[config.mk]
export PLATFORM = sky130hd
export DESIGN_NAME = tks_node_store
export DESIGN_NICKNAME = d
export VERILOG_FILES = /design/src/design/tks_pkg.sv /design/src/design/tks_node_store.sv
export SDC_FILE = /design/constraint.sdc
export NUM_CORES = 2
export LEC_CHECK = 0
export BUFFER_PORTS_ARGS = -buffer_cell sky130_fd_sc_hd__buf_2
export CELL_PAD_IN_SITES_DETAIL_PLACEMENT = 0
export CELL_PAD_IN_SITES_GLOBAL_PLACEMENT = 1
export CORE_ASPECT_RATIO = 1.2
export CORE_MARGIN = 2
export CORE_UTILIZATION = 56
export DETAILED_ROUTE_END_ITERATION = 7
export HOLD_SLACK_MARGIN = 0.08
export PLACE_DENSITY = 0.82
export SLEW_MARGIN = 0
export SYNTH_ARGS = -nofsm -noshare
export SYNTH_HDL_FRONTEND = slang
export SYNTH_SLANG_ARGS = --single-unit
export TNS_END_PERCENT = 5
[constraint.sdc]
create_clock -name clk -period 2.1 [get_ports clk]
set_input_delay 0.105 -clock clk [delete_from_list [all_inputs] [get_ports clk]]
set_output_delay 0.105 -clock clk [all_outputs]
set_load 0.01 [all_outputs]
[src/design/tks_pkg.sv]
// ----------------------------------------------------------------------------
// tks_pkg: shared definitions for the topological sort unit
// Sizes, input codes, sequencer states and the node store request/response.
// ----------------------------------------------------------------------------
package tks_pkg;

  // graph sizes
  localparam int MAX_NODES = 64;
  localparam int NODE_W    = 6;   // node index
  localparam int CNT_W     = 7;   // node count, 0 .. MAX_NODES
  localparam int MAX_EDGES = 256;
  localparam int EDGE_W    = 8;   // edge index
  localparam int ETOT_W    = 9;   // edge count, 0 .. MAX_EDGES
  localparam int DEG_W     = 9;   // indegree, 0 .. MAX_EDGES

  // input mode codes
  localparam logic MODE_LOAD = 1'b0;
  localparam logic MODE_RUN  = 1'b1;

  // sequencer states
  typedef enum logic [3:0] {
    ST_IDLE,
    ST_LOAD_WR,
    ST_SEED,
    ST_POP,
    ST_POP_WAIT,
    ST_LIST_WAIT,
    ST_EDGE_WAIT,
    ST_DEG_WAIT,
    ST_FINISH
  } tks_state_t;

  // request to the per-node store
  typedef struct packed {
    logic              clear;
    logic              deg_we;
    logic [NODE_W-1:0] deg_waddr;
    logic [DEG_W-1:0]  deg_wdata;
    logic [NODE_W-1:0] deg_raddr;
    logic              list_we;
    logic [NODE_W-1:0] list_waddr;
    logic [EDGE_W-1:0] list_whead;
    logic [EDGE_W-1:0] list_wtail;
    logic [NODE_W-1:0] list_raddr;
  } tks_node_req_t;

  // registered read data of the per-node store
  typedef struct packed {
    logic [DEG_W-1:0]  deg;
    logic              list_vld;
    logic [EDGE_W-1:0] list_head;
    logic [EDGE_W-1:0] list_tail;
  } tks_node_rsp_t;

endpackage

[src/design/tks_node_store.sv]
// ----------------------------------------------------------------------------
// tks_node_store: per-node indegree and edge list memories
// Two single-write memories with registered reads. Per-entry valid bits give
// zero indegree and an empty list for entries not written since the last clear.
// ----------------------------------------------------------------------------
module tks_node_store
  import tks_pkg::*;
(
  input  logic          clk,
  input  logic          rst_n,
  input  tks_node_req_t req,
  output tks_node_rsp_t rsp
);

  logic [DEG_W-1:0]    deg_mem  [MAX_NODES];
  logic [2*EDGE_W-1:0] list_mem [MAX_NODES];

  logic [MAX_NODES-1:0] deg_vld_r;
  logic [MAX_NODES-1:0] list_vld_r;
  logic [DEG_W-1:0]     deg_q_r;
  logic [2*EDGE_W-1:0]  list_q_r;
  logic                 deg_q_vld_r;
  logic                 list_q_vld_r;

  // memory arrays, one write and one registered read each
  always_ff @(posedge clk) begin
    if (req.deg_we) begin
      deg_mem[req.deg_waddr] <= req.deg_wdata;
    end
    if (req.list_we) begin
      list_mem[req.list_waddr] <= {req.list_whead, req.list_wtail};
    end
    deg_q_r  <= deg_mem[req.deg_raddr];
    list_q_r <= list_mem[req.list_raddr];
  end

  // valid bits, cleared by reset and at the end of a run
  always_ff @(posedge clk) begin
    if (!rst_n || req.clear) begin
      deg_vld_r    <= '0;
      list_vld_r   <= '0;
      deg_q_vld_r  <= 1'b0;
      list_q_vld_r <= 1'b0;
    end else begin
      if (req.deg_we) begin
        deg_vld_r[req.deg_waddr] <= 1'b1;
      end
      if (req.list_we) begin
        list_vld_r[req.list_waddr] <= 1'b1;
      end
      deg_q_vld_r  <= deg_vld_r[req.deg_raddr];
      list_q_vld_r <= list_vld_r[req.list_raddr];
    end
  end

  // masked read data
  always_comb begin
    rsp.deg       = deg_q_vld_r ? deg_q_r : '0;
    rsp.list_vld  = list_q_vld_r;
    rsp.list_head = list_q_r[2*EDGE_W-1:EDGE_W];
    rsp.list_tail = list_q_r[EDGE_W-1:0];
  end

  // a clear never coincides with a write
  a_clear_no_write: assert property (@(posedge clk) disable iff (!rst_n)
    req.clear |-> !(req.deg_we || req.list_we))
    else $error("node store cleared while writing");

endmodule

# == Word level (Yosys, flattened, before mapping) ==
# Memories as Yosys holds them, arrays and structs flattened. A register that Yosys moved wholly into a read port is not among the register bits.
# Index checks and enable logic that the tools add are counted.
# classes
add_sub_neg,0
n_mul,0
n_div,0
order_cmp,6
n_eq_ne,0
shift,0
n_mux,13
bitwise,2
n_reduce_logical,4
# op_table
op,n
$or 64x64->64,2
$lt 6x7->1 const B,4
$bmux 1 s6,2
$demux 1 s6,2
$ge 6x1->1 const B,2
$mux 9,1
$mux 1,8
$logic_and 1x1->1,2
$logic_not 1->1,1
$logic_or 1x1->1,1
# word_totals
register_bits,130
latch_bits,0
ramBits,1600
rom_bits,0
in_bits,54
output_inout_bits,26
word_cells,31
mem_count,2
# mem_list
memory,words,word_bits,read_ports,rd_ports_with_merged_regs,write_ports,line,source
list_mem,64,16,1,1,1,tks_node_store.sv:16,logic [2*EDGE_W-1:0] list_mem [MAX_NODES];
deg_mem,64,9,1,1,1,tks_node_store.sv:15,logic [DEG_W-1:0] deg_mem [MAX_NODES];

# == Depth between registers and ports, before layout ==
# depth
depth_word,5
depth_mapped,9
depth_no_buf,5

# == Worst setup path before layout ==
# Ideal clock, no wire load.
# synth_path
path_type,input to register
start,input port req[23] (netlist name)
end,"memory list_mem[60][0] (netlist name), enable pin"
setup_ps,390
arrival_time_ps,1531
required_ps,1710
setup_slack_ps,179
path_stages,4
n_path_buf,0
cell_sequence,or3b_2 > inv_1 > nand2_1 > nor2_1
# synth_rtl
element,line,source
from (decl),tks_node_store.sv:11,"input tks_node_req_t req,"
to (decl),tks_node_store.sv:16,
# Straight into the memory's write port.

==> results.json <==
{
  "place.gp.congestion": 0.901,
  "actual_slew_at_the_worst_max_slew_pin_ps": 1030,
  "yosys.area_share.xor_xnor_pct": 0,
  "cp.arrival_ps": 2660,
  "place.port_buffers": 79,
  "synth_cells": 3230,
  "grt_max_degree": 65,
  "yosys_warnings": 0,
  "tritoncts.num_buffers": 162,
  "clk_pin_slew_worst_paths_ps": 60,
  "p_per_area_nw_per_um2": 917,
  "seqPwrFrac_pct": 53.8,
  "setup_viol_count_final": 0,
  "synth_sequential_area_ratio_pct": 76.6,
  "layout.core_utilization_pct": 66.0,
  "globalRouteMet3Util_pct": 4.49,
  "number_of_antenna_violating_nets_in_the_routed_design": 0,
  "cpLargestDelayFamily": "buffers and inverters",
  "grt_first_pass_wirelength_um": 241000,
  "vias_in_the_first_global_route": 35800,
  "clk-insertion-delay-late_ps": 790,
  "tritoncts": "done",
  "final_layout_size_suffix_gt1_share_pct": 31.5,
  "yosysUniqueCellTypes": 48,
  "crit_path_frequent_cell": "buf_4",
  "timing.critical_path.to_type": "register",
  "worstSetupPathDepth": 8,
  "area_growth_syn_to_layout_pct": 16.6,
  "r2r_slack_ps": 170,
  "startpoint_type": "input port",
  "synth_simple_gate_area_share_pct": 3.49,
  "synth_fp_nets": 3284,
  "cts_resized": 0,
  "grt_most_used_layer": "met2",
  "placement.setup.worst_slack_ps": -171,
  "placement_rows": 138,
  "yosysTopAreaCellShare_pct": 71.9,
  "cts-htree-levels": 4,
  "highest_achievable_clock_rate_mhz": 501,
  "int_pwr_mw": 56.4,
  "clock_tree.root_cell": "clkbuf_16",
  "max-clock-path-buffers": 3,
  "timing_worst_setup_path_type": "input port to register",
  "synth-compound-area-share_pct": 2.77,
  "status": "finished, final reports clean",
  "cts_hold_buf": 41,
  "routed_via_density": 6.38,
  "swShare_pct": 21.1,
  "worstPathCellList": "dlygate4sd3_1, buf_6, buf_4, mux4_2, mux2_2, o22ai_1, buf_4, o41ai_1",
  "worst_hold_slack_ps": 140,
  "critical_path.reg2reg.startpoint": "list_mem[15][13]",
  "core_area_um2": 118000,
  "final.min_clock_period_ps": 2000,
  "postSynthAreaPerCell_um2": 20.7,
  "critPathBufInv": 4,
  "layout_setup_ws_ps": 103,
  "timing.reg2reg.worst_path_depth": 6,
  "timing.critical_path.fanout_max": 28,
  "tritoncts_num_sinks": 1755,
  "r2r_end": "list_q_r[13]",
  "net-switching-power_mw": 15.0,
  "main_combinational_cell_family_by_area_after_synthesis": "multiplexers",
  "crit_slowest_cell": "dlygate4sd3_1",
  "ir_worst_vdd_mv": 1.09,
  "asyncSetResetFlopFracSynth_pct": 0,
  "cts.repair_timing.setup_buffer_count": 0,
  "cp-startpoint": "req[1]",
  "count_of_endpoints_failing_hold_in_the_final_timing_report": 0,
  "antenna_found_initial": 4,
  "required_ps": 2770,
  "muxShareOfSynthArea_pct": 15.6,
  "drt-pass1-iter-count": 5,
  "synthesis.area_um2": 66800,
  "global_route.overflow_total": 0,
  "initial_standard_cell_utilization_of_the_core_pct": 56.5,
  "comb_power_share_pct": 5.7,
  "io-pin-count": 80,
  "post_drt_wl_per_cell_um": 30.3,
  "non_filler_instance_count_after_layout": 5457,
  "ys_top_cells_by_area": "edfxtp_1, mux4_2, dfxtp_1",
  "largest_stage_delay_on_the_critical_path_ps": 550,
  "power_leakage_nw": 25.4,
  "use_met2_pct": 46.3,
  "fin_nets": 3832,
  "grt.met1_usage_pct": 35.2,
  "maxSlewHeadroom_pct": 31.1,
  "grt_setup_unrepaired": "no",
  "slew_violations": 0,
  "vias": 34800,
  "design_area_um2": 77900,
  "die_height_um": 382,
  "finalSetupTns_ps": 0,
  "tightest_hold_check_type": "input port to register",
  "final_cell_mix": "edfxtp_1, mux4_2, buf_4",
  "maxCapViolations": 0,
  "hp-start": "req[45]",
  "globalRouteTotalUtil_pct": 27.5,
  "design.die.area_um2": 122000,
  "placed_cells_incl_taps": 5113,
  "post-layout-total-power_mw": 71.4,
  "placedInstanceArea_um2": 72300,
  "synth.ff_latch_count": 1755,
  "crit_end": "list_q_r[0]",
  "ys_dominant_reg_cell": "edfxtp_1",
  "final_common_cell": "edfxtp_1",
  "max_clock_skew_ps": 23.0,
  "n_fill_cell": 7487,
  "dpl_wire_length_um": 106000,
  "detail_route.drc_violations": 0,
  "clock_power_share_pct": 40.5,
  "route.final.wire_length_um": 166000,
  "final.period_utilization_pct": 95.1,
  "floorplan.die.width_um": 319,
  "post_synth_fa_ha_maj_area_fraction_pct": 0,
  "synth.largest_area_cell": "edfxtp_1",
  "synth_enable_flop_cells": 1600,
  "dr.first_iter.drc_count": 4177
}
[metal layers]
layer	vias up	part of all wire, %	routed length [µm]
met5	-	0.024	40
met4	6	5.1	8390
met3	377	8.6	14200
met2	2027	51	84500
met1	18000	35	58500
li1	14400	-	-
[flip-flops by register name (all words and copies together), names as in the netlist]
register / count
list_q_vld_r: 1
list_mem: 1024
deg_vld_r: 64
list_q_r: 16
deg_mem: 576
deg_q_vld_r: 1
list_vld_r: 64
deg_q_r: 9
[cells by family (layout without fill, tap and decap cells)]
| kind of cell | after synthesis | after routing |
|---|---|---|
| flops | 1755 | 1755 |
| simple gates | 526 | 526 |
| mux | 505 | 505 |
| compound gates | 266 | 266 |
| buf+inv | 178 | 862 |
| other cells | 0 | 3 |
[area by class of cell]
cell class / count / area, µm² / share of cell area, %
Inverter: 5 / 18.8 / 0.0241
Clock inverter: 76 / 748 / 0.961
Clock buffer: 224 / 4470 / 5.74
Multi-Input combinational cell: 1297 / 14600 / 18.8
Sequential cell: 1755 / 51100 / 65.7
Tap cell: 1540 / 1930 / 2.47
Antenna cell: 3 / 7.51 / 0.00964
Timing Repair Buffer: 557 / 4930 / 6.33
[tightest hold or removal path, cell delays in order]
cell and delay [ps]:
buf_2 130, nand4_1 250, nor2_1 110, buf_4 140
[power groups by stage]
stage               Combinational, mW  Sequential (mW)  Clock, mW
floorplan                        1.93             39.2          0
global placement                 3.85             39.2          0
detailed placement               3.96             39.2          0
CTS                              4.05             38.5       29.2
global route                     4.24             38.5       30.5
finish                           4.06             38.5       28.9
[worst min-delay path by stage]
stage / endpoint / cells past startpoint
floorplan: deg_mem[0][0] / 0
global placement: deg_vld_r[21] / 1
finish: deg_mem[23][6] / 4
global route: deg_mem[23][7] / 4
CTS: deg_mem[23][6] / 4
detailed placement: list_vld_r[60] / 1
[Yosys cell counts, types with 15 or more instances]
cell and count:
buf_4 34, o21a_1 41, a22oi_1 25, clkbuf_1 64, dfxtp_1 155, nor2_1 333, buf_2 47, buf_6 16
a211oi_1 19, mux4_2 427, nand3_1 24, mux2_2 35, mux2i_1 43, a21oi_1 18, o22ai_1 97, nand3b_1 15
edfxtp_1 1600, nor2b_1 26, nand2_1 52
No activity file was read; power rests on OpenSTA's default activity.
